[config.mk]
export PLATFORM = sky130hd
export DESIGN_NAME = nsb_dist_unit
export DESIGN_NICKNAME = d
export VERILOG_FILES = /design/src/design/nsb_pkg.sv /design/src/design/nsb_dist_unit.sv
export SDC_FILE = /design/constraint.sdc
export NUM_CORES = 2
export LEC_CHECK = 0
export ABC_AREA = 1
export ABC_CLOCK_PERIOD_IN_PS = 11600
export BUFFER_PORTS_ARGS = -buffer_cell sky130_fd_sc_hd__clkbuf_2
export CORE_UTILIZATION = 65
export DETAILED_ROUTE_END_ITERATION = 10
export PLACE_DENSITY = 0.86
export SETUP_SLACK_MARGIN = 0.1
export SLEW_MARGIN = 10
export SYNTH_ARGS = -nofsm -noshare
export SYNTH_HDL_FRONTEND = slang
export SYNTH_SLANG_ARGS = --single-unit
[constraint.sdc]
create_clock -name clock -period 11.6 [get_ports clock]
set_input_delay 0.58 -clock clock [delete_from_list [all_inputs] [get_ports clock]]
set_output_delay 0.58 -clock clock [all_outputs]
set_load 0.02 [all_outputs]
[src/design/nsb_pkg.sv]
// Shared widths, operation codes and control types of the nearest-site event binner.
package nsb_pkg;

   localparam int SIU_W     = 5;
   localparam int OP_W      = 2;
   localparam int LAT_W     = 28;
   localparam int LNG_W     = 29;
   localparam int KIND_W    = 2;
   localparam int TIME_W    = 48;
   localparam int SITE_W    = 4;
   localparam int OUT_CNT_W = 16;
   localparam int PCT_W     = 7;

   // Distance arithmetic: coordinate difference, its magnitude, square and sum of squares.
   localparam int DIFF_W = LNG_W + 1;
   localparam int MAG_W  = LNG_W;
   localparam int SQ_W   = 2 * MAG_W;
   localparam int DIST_W = SQ_W + 1;

   // For a nonzero total, percent below one hundred is fifty plus a quotient below fifty.
   localparam int QUO_W  = 6;
   localparam int STEP_W = 3;

   localparam logic [PCT_W-1:0] PCT_FULL = 7'd100;
   localparam logic [PCT_W-1:0] PCT_HALF = 7'd50;

   localparam logic [OP_W-1:0] OP_EVENT = 2'd0;
   localparam logic [OP_W-1:0] OP_LOAD  = 2'd1;
   localparam logic [OP_W-1:0] OP_QUERY = 2'd2;

   localparam logic [KIND_W-1:0] KIND_TEMP = 2'd0;
   localparam logic [KIND_W-1:0] KIND_VIB  = 2'd1;
   localparam logic [KIND_W-1:0] KIND_INTR = 2'd2;

   typedef struct packed {
      logic en;
      logic use_lng;
   } dist_ctrl_type;

   typedef struct packed {
      logic             done;
      logic [PCT_W-1:0] pct;
   } pct_status_type;

endpackage

[src/design/nsb_dist_unit.sv]
// Shared squaring unit: squares one difference per enabled cycle and keeps a running pair.
module nsb_dist_unit (
   input  logic                          clock,
   input  nsb_pkg::dist_ctrl_type        ctrl,
   input  logic signed [nsb_pkg::LAT_W-1:0] ev_lat,
   input  logic signed [nsb_pkg::LNG_W-1:0] ev_lng,
   input  logic signed [nsb_pkg::LAT_W-1:0] site_lat,
   input  logic signed [nsb_pkg::LNG_W-1:0] site_lng,
   output logic [nsb_pkg::DIST_W-1:0]    dist_sum
);
   import nsb_pkg::*;

   logic signed [DIFF_W-1:0] opa;
   logic signed [DIFF_W-1:0] opb;
   logic signed [DIFF_W-1:0] diff;
   logic [DIFF_W-1:0]        mag_full;
   logic [MAG_W-1:0]         mag;
   logic [SQ_W-1:0]          sq_ff;
   logic [SQ_W-1:0]          sum_ff;

   always_comb begin
      opa      = ctrl.use_lng ? DIFF_W'(ev_lng) : DIFF_W'(ev_lat);
      opb      = ctrl.use_lng ? DIFF_W'(site_lng) : DIFF_W'(site_lat);
      diff     = opa - opb;
      mag_full = diff[DIFF_W-1] ? DIFF_W'(-diff) : DIFF_W'(diff);
      mag      = mag_full[MAG_W-1:0];
   end

   // The previous square moves to sum_ff as the next one is formed.
   always_ff @(posedge clock) begin
      if (ctrl.en) begin
         sq_ff  <= SQ_W'(mag) * SQ_W'(mag);
         sum_ff <= sq_ff;
      end
   end

   assign dist_sum = DIST_W'(sum_ff) + DIST_W'(sq_ff);

endmodule

==> flow_summary.rst <==
.. list-table::
   :header-rows: 1

   * - Metric
     - Value
   * - Initial DRC count
     - 2164
   * - Initial standard-cell utilization of the core
     - 65.85%
   * - Critical Path RT
     - 11770 ps
   * - Total Routed Length
     - 90240 um
   * - Number of buffers added by the clock tree synthesis step
     - 17
   * - Antenna violations before repair
     - 0
   * - Final critical-path share of the clock period
     - 93.33%
   * - IO buf count
     - 175
   * - GRT Overall Usage
     - 34.91%
   * - Max-slew violations
     - 0
   * - Reg2reg start
     - sq_ff[57]
   * - Final Util
     - 70.04%
   * - Clock latency at the later pin of the worst-skew pair
     - 410 ps
   * - Type of the setup path with the least slack
     - in -> reg
   * - Result of the run
     - finished, final reports clean
   * - Bufs on Longest Clock Path
     - 2
   * - Detail Route Antenna Nets
     - 0
   * - Longest individual stage delay on the worst path
     - 560 ps
   * - Number of top-level pins
     - 176
   * - Remaining Overflow, GRT
     - 0
   * - Crit path capture type
     - register
   * - Wire length of the first global-routing pass
     - 147800 um
   * - Root buffer selected by CTS
     - clkbuf_16
   * - Width of the die
     - 233.0 um
   * - Worst hold start
     - sq_ff[6]
   * - Warnings, synthesis
     - 0
   * - Final hold viol count
     - 0
   * - FMAX
     - 92.37 MHz
   * - CTS tree
     - done
   * - End point of the worst hold path
     - sum_ff[6]
   * - Slew HR
     - 41.00%
   * - Row count
     - 84
   * - Gp weighted congestion
     - 1.039
   * - Synthesized instance count
     - 4258
   * - HPWL Detailed
     - 76880 um
   * - CTS clock-pin slew for the worst setup and hold paths
     - 60 ps
   * - Routed wire per std cell
     - 17.67 um
   * - Count of cells along the worst register-to-register path
     - 0
   * - Via/cell ratio
     - 5.558
   * - R2R setup slack
     - 10880 ps
   * - Crit Path Max Fanout
     - 12
   * - Worst Clk Skew
     - 11.44 ps
   * - Synth Net Count
     - 5358
   * - Post-Synthesis Cell Area
     - 0.03467 mm^2
   * - Setup repair after global routing missed its margin
     - no
   * - Largest net degree at the start of global routing
     - 75
   * - Actual transition at the worst max-transition pin
     - 885.0 ps
   * - Post-CTS Setup Inserts
     - 0
   * - Avg Inst Size Synth
     - 8.143 um^2
   * - Hold Path Cell Cnt
     - 0
   * - Via count of the first global-routing pass
     - 30.07k
   * - Worst R2R End
     - sum_ff[57]
   * - Crit start category
     - primary input
   * - Count of antenna diodes in the layout
     - 0
   * - Routed via count
     - 28.39k
   * - Crit-path slowest cell
     - fa_1
   * - Final min period
     - 10830 ps
   * - Final setup violating endpoints
     - 0
   * - Area of the core
     - 0.05266 mm^2
   * - Crit path buf inv count
     - 11
   * - # Max-Cap Violations
     - 0
   * - Final Hold Slack
     - 464.6 ps
   * - Category of cells accounting for the largest share of critical-path delay
     - adder cells
   * - Total die area
     - 0.05427 mm^2
   * - Type of the most critical hold path
     - reg -> reg
   * - Number of cells on the critical path
     - 44
   * - Sequential area share after synthesis
     - 9.873%
   * - Clock Sinks
     - 114
   * - Detailed-routing iteration count for the pre-antenna-repair pass
     - 6
   * - Flop and latch count out of synthesis
     - 114
   * - Share of post-route cells with drive strength above 1
     - 7.557%
   * - CP arrival
     - 10990 ps
   * - Syn-to-layout area delta
     - 6.358%
   * - Die Span Y
     - 233.0 um
   * - Detailed-route DRC error count
     - 0
   * - Number of different library cells in the post-synthesis netlist
     - 51
   * - Final nets
     - 5507
   * - Total negative slack
     - 0 ps
   * - Max H-tree Level
     - 4
## sequential cells by signal, summed over array words and instances, names as in the netlist
name    cells
sq_ff      57
sum_ff     57
## synth_stat cells (all sizes together)
cell type,number,area share (%)
nand3b,4,0.087
nand2,767,8.5
a211oi,2,0.043
o21a,24,0.52
o31ai,4,0.087
o22ai,1,0.018
mux2i,28,0.81
nor3b,1,0.022
ha,329,12
o221ai,5,0.13
xnor2,32,0.81
inv,1141,12
buf,60,1.1
nand4,26,0.47
a21oi,194,2.8
edfxtp,114,9.9
a21boi,4,0.087
a31oi,18,0.37
nor3,19,0.27
o211ai,10,0.22
nor4,9,0.16
and3,2,0.036
nor2,461,5.3
a21o,18,0.39
clkinv,3,0.032
fa,654,38
and2,3,0.054
clkbuf,18,0.19
o21bai,9,0.19
or2,8,0.14
xor2,89,2.4
o2111ai,1,0.025
a221oi,1,0.025
o21ai,95,1.4
nand3,104,1.5
## placed cells by master (no fill, tap or decap), drive strengths merged, types with 28 or more instances in the layout
cell type,n
nor2,461
xor2,89
ha,329
buf,34
edfxtp,114
mux2i,28
nand3,104
nand2,767
o21ai,95
xnor2,32
fa,654
inv,1152
clkbuf,191
a21oi,194
## final cells by class
class | count | area, um^2
Sequential cell | 114 | 3423
Multi-Input combinational cell | 2922 | 26580
Inverter | 1144 | 4302
Clock inverter | 15 | 158.9
Tap cell | 688 | 860.8
Clock buffer | 17 | 425.4
Fill cell | 4187 | 15780
Timing Repair Buffer | 208 | 1130
## cells by family after synthesis
kind of cell / Yosys count / share of synthesized area, %
simple gates: 1404 / 16.54
buf+inv: 1222 / 13.68
fa+ha+maj: 983 / 49.63
compound gates: 386 / 6.293
xor+xnor: 121 / 3.175
flops: 114 / 9.873
mux: 28 / 0.8083
## through the flow
step           std cells  instance area (um^2)  setup WS, ps
3_3_place_gp        5076                 36240         248.2
2_1_floorplan       4258                 34670          1632
3_5_place_dp        5076                 36240         129.2
6_report            5108                 36880         774.1
4_1_cts             5108                 36830         580.6
5_1_grt             5108                 36880         129.5
## worst max-delay path by stage
stage / from / to
6_report: ctrl[0] / sq_ff[56]
5_1_grt: ctrl[0] / sq_ff[56]
4_1_cts: ctrl[0] / sq_ff[50]
3_5_place_dp: ctrl[0] / sq_ff[50]
3_3_place_gp: ctrl[0] / sq_ff[50]
2_1_floorplan: ctrl[0] / sq_ff[54]
## repair_timing
item,CTS,global route
hold buffers,0,0
setup endpoints to repair,0,10
resized for setup,0,10
## per-layer routing
layer / GRT usage, % / routed length, um
met4: 14.93 / 4479
met2: 59.39 / 42570
met5: 0 / 0
met1: 43.42 / 34820
met3: 6.654 / 8371
Power is not shown: default switching activity piles up to over one toggle a cycle in this logic, so the estimate is an artifact.
