[src/design/nsb_pkg.sv]
// Shared widths, operation codes and control types of the nearest-site event binner.
package nsb_pkg;

   localparam int SIU_W     = 5;
   localparam int OP_W      = 2;
   localparam int LAT_W     = 28;
   localparam int LNG_W     = 29;
   localparam int KIND_W    = 2;
   localparam int TIME_W    = 48;
   localparam int SITE_W    = 4;
   localparam int OUT_CNT_W = 16;
   localparam int PCT_W     = 7;

   // Distance arithmetic: coordinate difference, its magnitude, square and sum of squares.
   localparam int DIFF_W = LNG_W + 1;
   localparam int MAG_W  = LNG_W;
   localparam int SQ_W   = 2 * MAG_W;
   localparam int DIST_W = SQ_W + 1;

   // For a nonzero total, percent below one hundred is fifty plus a quotient below fifty.
   localparam int QUO_W  = 6;
   localparam int STEP_W = 3;

   localparam logic [PCT_W-1:0] PCT_FULL = 7'd100;
   localparam logic [PCT_W-1:0] PCT_HALF = 7'd50;

   localparam logic [OP_W-1:0] OP_EVENT = 2'd0;
   localparam logic [OP_W-1:0] OP_LOAD  = 2'd1;
   localparam logic [OP_W-1:0] OP_QUERY = 2'd2;

   localparam logic [KIND_W-1:0] KIND_TEMP = 2'd0;
   localparam logic [KIND_W-1:0] KIND_VIB  = 2'd1;
   localparam logic [KIND_W-1:0] KIND_INTR = 2'd2;

   typedef struct packed {
      logic en;
      logic use_lng;
   } dist_ctrl_type;

   typedef struct packed {
      logic             done;
      logic [PCT_W-1:0] pct;
   } pct_status_type;

endpackage

[src/design/nsb_pct_unit.sv]
// Iterative risk percent unit: one restoring division step per cycle.
module nsb_pct_unit #(
   parameter int COUNT_BITS = 16
) (
   input  logic                    clock,
   input  logic                    reset,
   input  logic                    start,
   input  logic [COUNT_BITS+1:0]   total,
   input  logic [COUNT_BITS-1:0]   high,
   output nsb_pkg::pct_status_type status
);
   import nsb_pkg::*;

   localparam int TOT_W = COUNT_BITS + 2;
   localparam int REM_W = COUNT_BITS + 6;
   localparam int DEN_W = TOT_W + QUO_W - 1;

   logic              busy_ff,  busy_in;
   logic              done_ff,  done_in;
   logic [STEP_W-1:0] step_ff,  step_in;
   logic [REM_W-1:0]  rem_ff,   rem_in;
   logic [DEN_W-1:0]  den_ff,   den_in;
   logic [QUO_W-1:0]  quo_ff,   quo_in;
   logic [PCT_W-1:0]  pct_ff,   pct_in;
   logic              fits;
   logic [QUO_W-1:0]  quo_next;

   always_comb begin
      busy_in  = busy_ff;
      done_in  = 1'b0;
      step_in  = step_ff;
      rem_in   = rem_ff;
      den_in   = den_ff;
      quo_in   = quo_ff;
      pct_in   = pct_ff;
      fits     = (DEN_W'(rem_ff) >= den_ff);
      quo_next = {quo_ff[QUO_W-2:0], fits};

      if (start) begin
         // Percent is 50 + floor(50*high/total) when high is below total.
         if (total == '0) begin
            pct_in  = '0;
            done_in = 1'b1;
         end else if (TOT_W'(high) >= total) begin
            pct_in  = PCT_FULL;
            done_in = 1'b1;
         end else begin
            rem_in  = REM_W'(high) * REM_W'(PCT_HALF);
            den_in  = DEN_W'(total) << (QUO_W - 1);
            quo_in  = '0;
            step_in = STEP_W'(QUO_W - 1);
            busy_in = 1'b1;
         end
      end else if (busy_ff) begin
         if (fits) begin
            rem_in = rem_ff - REM_W'(den_ff);
         end
         den_in = den_ff >> 1;
         quo_in = quo_next;
         if (step_ff == '0) begin
            busy_in = 1'b0;
            done_in = 1'b1;
            pct_in  = PCT_HALF + PCT_W'(quo_next);
         end else begin
            step_in = step_ff - 1'b1;
         end
      end
   end

   always_ff @(posedge clock) begin
      if (reset) begin
         busy_ff <= 1'b0;
         done_ff <= 1'b0;
      end else begin
         busy_ff <= busy_in;
         done_ff <= done_in;
      end
   end

   always_ff @(posedge clock) begin
      step_ff <= step_in;
      rem_ff  <= rem_in;
      den_ff  <= den_in;
      quo_ff  <= quo_in;
      pct_ff  <= pct_in;
   end

   assign status.done = done_ff;
   assign status.pct  = pct_ff;

endmodule
[config.mk]
export PLATFORM = sky130hd
export DESIGN_NAME = nsb_pct_unit
export DESIGN_NICKNAME = d
export VERILOG_FILES = /design/src/design/nsb_pkg.sv /design/src/design/nsb_pct_unit.sv
export SDC_FILE = /design/constraint.sdc
export NUM_CORES = 1
export LEC_CHECK = 0
export BUFFER_PORTS_ARGS = -buffer_cell sky130_fd_sc_hd__buf_2
export CAP_MARGIN = 30
export CORE_AREA = 8 8 91 175
export DETAILED_ROUTE_END_ITERATION = 8
export DIE_AREA = 0 0 99 183
export GPL_TIMING_DRIVEN = 0
export HOLD_SLACK_MARGIN = 0.1
export PLACE_DENSITY = 0.62
export SETUP_SLACK_MARGIN = 0.4
export SLEW_MARGIN = 40
export SYNTH_ARGS = -nofsm -noshare
export SYNTH_HDL_FRONTEND = slang
export SYNTH_SLANG_ARGS = --single-unit
[constraint.sdc]
create_clock -name clock -period 11.4 [get_ports clock]
set_input_delay 2.28 -clock clock [delete_from_list [all_inputs] [get_ports clock]]
set_output_delay 2.28 -clock clock [all_outputs]
set_load 0.03 [all_outputs]
==> results of run 1 <==
-- per-layer routing --
layer	routed length [um]	vias up	share of wire (%)
li1	-	2466	-
met1	7100	2415	44
met2	8080	109	50
met3	457	24	2.9
met4	373	0	2.3
met5	0	-	0
-- stage by stage --
step / util, % / area (um^2) / hold slack (ns) / instances / setup WS (ns)
after CTS: 48.9 / 6690 / 0.505 / 871 / 5.81
after detailed placement: 47.0 / 6420 / 0.499 / 855 / 5.45
after global routing: 48.9 / 6690 / 0.526 / 871 / 5.54
final: 48.9 / 6690 / 0.505 / 871 / 5.76
after global placement: 46.8 / 6390 / 0.486 / 851 / 5.23
after floorplan: - / 5980 / 0.453 / 651 / 6.27
-- final cells by class --
| type | count | area (um^2) | area share [%] |
|---|---|---|---|
| multi-input cells | 473 | 3700 | 55.3 |
| flip-flops and latches | 62 | 1840 | 27.6 |
| inverters | 98 | 368 | 5.50 |
| repair buffers | 47 | 238 | 3.56 |
| well taps | 157 | 196 | 2.94 |
| clock inverters | 6 | 38.8 | 0.580 |
| plain buffers | 18 | 77.6 | 1.16 |
| clock buffers | 10 | 229 | 3.43 |
-- power by group --
group          internal, W  switching [W]  total, W
Clock             0.000146       0.000100  0.000246
Combinational     0.000228       0.000355  0.000583
Sequential        0.000306      0.0000134  0.000320
Total             0.000681       0.000468   0.00115
-- worst max-delay path, stage by stage --
cell,delay [ns]
buf_2,0.14
ha_1,0.31
ha_1,0.28
inv_1,0.05
fa_1,0.49
inv_1,0.04
ha_1,0.33
o21ai_0,0.54
nand2b_1,0.21
a41oi_1,0.46
o21ai_0,0.17
xnor2_1,0.27
mux2i_1,0.12
-- state kept, by name (all words and copies together) (netlist names) --
name and cells:
done_ff 1, busy_ff 1, step_ff 3, pct_ff 7, quo_ff 5, den_ff 23, rem_ff 22
-- kinds of logic (layout without fill, tap and decap cells) --
group,count (synthesis),after routing
XOR/XNOR,25,25
AND/OR/NAND/NOR,164,164
flip-flops,62,62
buffers and inverters,116,179
adder cells (fa/ha/maj),106,106
AO/OA/AOI/OAI,175,175
multiplexers,3,3
-- cell usage in the layout, fill, tap and decap left out, drive strengths merged, types with 4 or more instances in the layout --
master  count
nand2      61
buf        54
edfxtp     60
xnor2      20
a21o       10
ha         94
o21ai      48
clkinv      5
nand2b      7
a211oi     14
inv        97
nor2b       7
and2        5
a31oi       4
fa         12
o211ai      4
clkbuf     21
and4        5
nand4       8
nand3       8
nor4        5
a21oi      45
o31ai       5
nor2       31
o21a       11
xor2        5
nor3       12
o21bai      5
-- worst max path at each step --
stage          cells after the start  slack (ns)          to     start
2_1_floorplan                     12        6.27  rem_ff[18]   high[5]
3_3_place_gp                       9        5.23   rem_ff[2]  total[7]
3_5_place_dp                      13        5.45  rem_ff[18]   high[5]
4_1_cts                           13        5.81  rem_ff[18]   high[5]
5_1_grt                           13        5.54  rem_ff[18]   high[5]
6_report                          13        5.76  rem_ff[18]   high[5]
==> results.cfg, run 1 <==
[outcome]
outcome = finished clean

[yosys]
synthAdderAreaFrac_pct = 23.7
synthCells = 651
synth_largest_area_cell = edfxtp_1
seq_area_frac_synth_pct = 30.8
synth_edf_count = 60
synth_compound_area_share_pct = 20.1
synth_commonest_cells = inv_1, ha_1, nand2_1
syn_nets = 794
synth_top_family_by_area = adder cells
yosys.cell_count.top_type = inv_1
synthXorXnorAreaFrac_pct = 3.66
synth-simple-area-share_pct = 13.8
synth_warnings = 0
synth-main-ff-cell = edfxtp_1
synth_cell_type_count = 74
synth_top_area_share_pct = 30.1
synthTopCellsByArea = edfxtp_1, ha_1, inv_1
syn_avg_cell_area_um2 = 9.19
synth-seq-cells = 62
synth_area_mm2 = 0.00598
async_flop_share_pct = 0
synth.area.mux_share_pct = 0.544

[setup_path]
crit_fanout = 5
crit_type = in2reg
reg2reg_depth = 10
worstReg2RegEnd = rem_ff[5]
r2r_slack_ns = 8.23
rr_startpoint = den_ff[15]
arrival_ns = 5.70
start_kind = input pin
crit_path_end_kind = flop
worstPathRequired_ns = 11.45

[floorplan]
io_pins = 45
die_h_um = 183
core_mm2 = 0.0137
initial_core_util_pct = 43.8
dieArea_mm2 = 0.0181
fp-row-count = 61
die_w_um = 99

[hold_path]
min_to = busy_ff
hold_depth = 2
min-delay-path-class = reg2reg
hold_start = busy_ff

[layout]
n_antenna_cell = 0
layout-drive-gt1-share_pct = 12.7
finalNetCount = 852
num-fill-cells = 1322
syn_to_final_growth_pct = 11.8

[drt]
vias_per_cell = 5.76
dr.pass1.iters = 4
drcViolationCount = 0
postRouteAntennaNets = 0
dr_total_vias = 5014
wire_per_inst_um = 18.4
routed_wl_um = 16000
drt_iter0_drc = 316

[cts]
cts_setup_buffers = 0
clk_pin_slew_ns = 0.06
cts_buffers = 9
cts_tree = done
clk_path_buf_depth = 2
cts_hold_buffers = 0
cts_root_buf = clkbuf_16
cts_sinks = 62
clk_latency_ns = 0.33
ctsResizeCount = 0
cts-htree-levels = 3

[grt]
overflow = 0
grt_use_total_pct = 18.2
grt_max_degree = 29
grt_util_met3_pct = 1.97
busiest_layer = met2
grt_pass1_wl_um = 26000
antenna_found_initial = 0
use_met2_pct = 31.6
grt_pass1_vias = 5066
grtUsageMet1_pct = 22.2

[timing]
rsz0062_at_grt = no
post-route-min-period_ns = 5.64
fin_tns_setup_ns = 0
final_hold_viol_count = 0
fin_crit_sh_pct = 49.5
finClkSkew_ns = 0.00677
slew_headroom_pct = 48.3
max_freq_mhz = 177
maxSlewViolCount = 0
tightest_slew_ns = 0.770
setup_viol = 0

[pwr]
ir_drop_mv = 0.0850
powerDensity_mw_per_mm2 = 172
leakage_nw = 3.07
p_total_w = 0.00115

[placement]
globalplace.congestion = 0.882
port_buffers = 43
hpwl_um = 13200

[job]
max_cap_viol_count = 0
No activity file was read; power rests on OpenSTA's default activity.
==> run 2, diff against run 1 <==
- PLACE_DENSITY: 0.62 -> 0.65
- clock period: 11.4 -> 5.05 ns (I/O delays scaled with it)
==> run 2 against run 1 <==
Net effect: first-iteration DRC count decreased by 13%; combinational power up 120%; register-to-register slack worse by 6.3 ns; cell area grew 1.0%; flip-flop and latch count is the same; largest cell class unchanged.
==> results.cfg, run 2 (synthesis gave the netlist of run 1 again) <==
[layout]
largest_register = den_ff
layout.cells.non_filler = 871
final_cell_mix = inv_1, ha_1, nand2_1, edfxtp_1, buf_2
reg_top3 = den_ff (23), rem_ff (22), pct_ff (7)
largest_register_ffs = 23
n_antenna_cell = 0
layout-drive-gt1-share_pct = 12.9
num-fill-cells = 1299
finalNetCount = 852
syn_to_final_growth_pct = 12.9
fin_util_pct = 49.4
final_common_cell = inv_1

[placement]
place_inst = 855
port_buffers = 43
globalplace.congestion = 0.898
hpwl_um = 12700

[cts]
cts_tree = done
clk_latency_ns = 0.33
clk_path_buf_depth = 2
ctsResizeCount = 0
cts-htree-levels = 3
cts_buffers = 9
cts_setup_buffers = 0
cts_root_buf = clkbuf_16
cts_sinks = 62
clk_pin_slew_ns = 0.06
cts_hold_buffers = 0

[setup_path]
crit_type = in2reg
crit_fanout = 5
crit_top_cell = ha_1
max_stage_delay_ns = 0.51
crit_path_end_kind = flop
worstPathRequired_ns = 5.10
start_kind = input pin
path_cells = buf_2, ha_1, ha_1, inv_1, fa_1, inv_1, ha_1, o21ai_0, nand2b_1, a41oi_1, o21ai_0, xnor2_1, mux2i_1
crit_slowest_cell = o21ai_0
path_buf_inv = 3
arrival_ns = 4.37
crit_family = adder cells
rr_startpoint = rem_ff[15]
worstReg2RegEnd = rem_ff[5]
r2r_slack_ns = 1.96
reg2reg_depth = 9

[hold_path]
hold_start = busy_ff
min-delay-path-class = reg2reg
hold_depth = 2
min_to = busy_ff

[floorplan]
io_pins = 45
die_h_um = 183
fp-row-count = 61
die_w_um = 99
initial_core_util_pct = 43.8
core_mm2 = 0.0137
dieArea_mm2 = 0.0181

[job]
max_cap_viol_count = 0

[drt]
postRouteAntennaNets = 0
dr.pass1.iters = 6
drt_iter0_drc = 274
dr_total_vias = 4979
drcViolationCount = 0
vias_per_cell = 5.72
wl_met2_um = 7690
wire_per_inst_um = 17.9
wl_met1_um = 6940
routed_wl_um = 15600
wl_met3_um = 425
top_layer = met4

[grt]
antenna_found_initial = 0
grt_use_total_pct = 17.8
grt_max_degree = 29
grt_pass1_vias = 5088
overflow = 0
grt_pass1_wl_um = 25400

[timing]
tightest_slew_ns = 0.770
finClkSkew_ns = 0.00963
rsz0062_at_grt = no
fin_crit_sh_pct = 85.5
final_hold_viol_count = 0
max_freq_mhz = 232
slew_headroom_pct = 48.7
maxSlewViolCount = 0
post-route-min-period_ns = 4.32
fin_tns_setup_ns = 0
setup_viol = 0

[pwr]
p_comb_share_pct = 48.2
power_frac_clock_pct = 25.3
pwr-share-seq_pct = 26.5
switching_power_w = 0.00107
internal-power_w = 0.00166
leakage_nw = 3.10
powerDensity_mw_per_mm2 = 403
switching_share_pct = 39.2
ir_drop_mv = 0.169

[outcome]
outcome = finished clean
[run 2: layer usage]
metal  global-route usage [%]  vias up
li1                         -     2454
met4                     7.80        0
met5                        0        -
met1                     21.7     2372
met3                     2.05       30
met2                     30.7      123
[run 2: layout make-up]
type                            instances  area (um^2)  area share (%)
Clock inverter                          6         93.8            1.39
Clock buffer                           10          239            3.54
Sequential cell                        62         1840            27.3
Multi-Input combinational cell        473         3700            54.7
Timing Repair Buffer                   47          240            3.56
Tap cell                              157          196            2.91
Buffer                                 18         77.6            1.15
Inverter                               98          368            5.45
[run 2: how the worst max path moves through the flow]
stage	start	endpoint	cells after the start
2_1_floorplan	high[5]	rem_ff[18]	12
3_3_place_gp	total[7]	rem_ff[3]	9
3_5_place_dp	high[5]	rem_ff[18]	13
4_1_cts	high[5]	rem_ff[18]	13
5_1_grt	high[5]	rem_ff[18]	13
6_report	high[5]	rem_ff[18]	13
[run 2: worst reg2reg max path: cells and delay by family, from the launching register on]
kind | cells | cell delay (ns)
AOI/OAI and AO/OA | 2 | 0.58
DFF | 1 | 0.37
buffers and inverters | 3 | 0.62
and+or+nand+nor | 3 | 0.79
adders and majority gates | 1 | 0.44
[run 2: power groups by stage]
stage	clock network (W)	registers [W]	logic (W)
after floorplan	0	0.000732	0.000977
after global placement	0	0.000730	0.00127
after detailed placement	0	0.000732	0.00129
after CTS	0.000695	0.000722	0.00130
after global routing	0.000718	0.000730	0.00147
final	0.000688	0.000721	0.00131
[run 2: through the flow]
step                area (um^2)  total power [W]  setup slack (ns)  hold slack (ns)
floorplan                  5980          0.00171              1.19            0.453
global placement           6390          0.00200             0.153            0.486
detailed placement         6420          0.00202             0.386            0.499
CTS                        6750          0.00272             0.734            0.506
global route               6750          0.00292             0.518            0.537
finish                     6750          0.00272             0.734            0.497
==> run 3, diff against run 2 <==
- CORE_AREA: 8 8 91 175 -> 8 8 83 159
- DIE_AREA: 0 0 99 183 -> 0 0 91 167
- GPL_ROUTABILITY_DRIVEN: default -> 1
- PLACE_DENSITY: 0.65 -> 0.76
==> run 3 against run 2 <==
Net effect: highest routed layer unchanged; clock skew down 0.0016 ns; clock power is essentially flat; largest cell class unchanged; largest power group unchanged; power grew 0.27%; flip-flop and latch count stayed put; worst hold slack worse by 0.011 ns; via count up 3.4%.
==> results.cfg, run 3 (synthesis gave the netlist of run 1 again) <==
[outcome]
outcome = finished clean

[grt]
grt_pass1_wl_um = 25500
grt_max_degree = 29
grt_pass1_vias = 5294
antenna_found_initial = 0
overflow = 0
grt_use_total_pct = 20.9

[layout]
reg_top3 = den_ff (23), rem_ff (22), pct_ff (7)
largest_register_ffs = 23
n_antenna_cell = 0
layout.cells.non_filler = 856
final_common_cell = inv_1
largest_register = den_ff
layout-drive-gt1-share_pct = 12.9
syn_to_final_growth_pct = 12.5
finalNetCount = 852
final_cell_mix = inv_1, ha_1, nand2_1, edfxtp_1, buf_2

[setup_path]
path_buf_inv = 3
crit_fanout = 5
start_kind = input pin
crit_top_cell = ha_1
crit_family = adder cells
worstPathRequired_ns = 5.11
crit_type = in2reg
crit_slowest_cell = o21ai_0
crit_path_end_kind = flop
max_stage_delay_ns = 0.50
arrival_ns = 4.43
path_cells = buf_2, ha_1, ha_1, inv_1, fa_1, inv_1, ha_1, o21ai_0, nand2b_1, a41oi_1, a211oi_1, nor3_1, a211oi_1

[timing]
setup_viol = 0
rsz0062_at_grt = no
maxSlewViolCount = 0
tightest_slew_ns = 0.708
post-route-min-period_ns = 4.36
fin_tns_setup_ns = 0
fin_crit_sh_pct = 86.4
max_freq_mhz = 229
finClkSkew_ns = 0.00807
slew_headroom_pct = 52.5
setup_ws_ns = 0.687
final_hold_viol_count = 0

[placement]
place_inst = 840
port_buffers = 43
globalplace.congestion = 0.886
hpwl_um = 12700
place_ws_ns = 0.404

[floorplan]
initial_core_util_pct = 53.6
fp-row-count = 55
io_pins = 45
die_w_um = 91
core_mm2 = 0.0111
dieArea_mm2 = 0.0152
die_h_um = 167

[drt]
drt_iter0_drc = 306
wire_per_inst_um = 18.0
drcViolationCount = 0
postRouteAntennaNets = 0
routed_wl_um = 15400
dr.pass1.iters = 5
dr_total_vias = 5148
vias_per_cell = 6.01

[cts]
cts_hold_buffers = 0
cts_setup_buffers = 0
cts_buffers = 9
clk_latency_ns = 0.33
cts-htree-levels = 3
cts_sinks = 62
cts_tree = done
clk_path_buf_depth = 2
clk_pin_slew_ns = 0.06
cts_root_buf = clkbuf_16
ctsResizeCount = 0

[hold_path]
min-delay-path-class = reg2reg

[pwr]
p_total_w = 0.00273
ir_drop_mv = 0.203
leakage_nw = 3.10
powerDensity_mw_per_mm2 = 406

[job]
max_cap_viol_count = 0
run 3: cell types whose count changed in the layout (fill, tap and decap cells not counted):
cell / previous run / this run
buf_4: 3 / 1
clkinv_4: 2 / 0
clkinvlp_4: 1 / 2
inv_6: 1 / 2
buf_2: 48 / 50
run 3: path summary, 6_finish.rpt:
path                            startpoint         end  slack [ns]  cells past startpoint
worst min-delay path               busy_ff     busy_ff        0.49                      2
worst max-delay path               high[5]  rem_ff[20]        0.69                     13
worst min register to register     busy_ff     busy_ff        0.49                      2
worst max register to register  rem_ff[15]   rem_ff[6]        2.04                      8
run 3: through the flow:
stage / hold slack [ns] / util (%) / cell area, um^2
floorplan: 0.453 / - / 5980
global placement: 0.473 / 57.2 / 6370
detailed placement: 0.487 / 57.4 / 6400
CTS: 0.495 / 60.3 / 6730
global route: 0.522 / 60.3 / 6730
finish: 0.486 / 60.3 / 6730
run 3: worst register-to-register path, stage by stage (launching register included):
cell and delay [ns]:
edfxtp_1 0.38, ha_1 0.45, nand2_1 0.16, or3_1 0.44, nand2b_1 0.20, o21a_1 0.17, o211ai_1 0.41, buf_2 0.28
buf_2 0.22
run 3: final cells by class:
cell class,instances,area (um^2)
Sequential cell,62,1840
Clock inverter,6,92.6
Inverter,98,368
Tap cell,142,178
Fill cell,995,4420
Clock buffer,10,239
Multi-Input combinational cell,473,3700
Buffer,18,77.6
Timing Repair Buffer,47,235
run 3: layer usage:
| layer | wire length, um | vias to the layer above | global-route usage, % | share of wire [%] |
|---|---|---|---|---|
| li1 | - | 2468 | - | - |
| met1 | 6350 | 2466 | 23.9 | 41 |
| met2 | 7740 | 168 | 36.1 | 50 |
| met3 | 648 | 46 | 2.97 | 4.2 |
| met4 | 712 | 0 | 11.3 | 4.6 |
| met5 | 0 | - | 0 | 0 |
run 3: power by group:
group	switching, W	total (W)	internal [W]
Clock	0.000238	0.000687	0.000449
Sequential	0.0000326	0.000724	0.000691
Combinational	0.000802	0.00132	0.000516
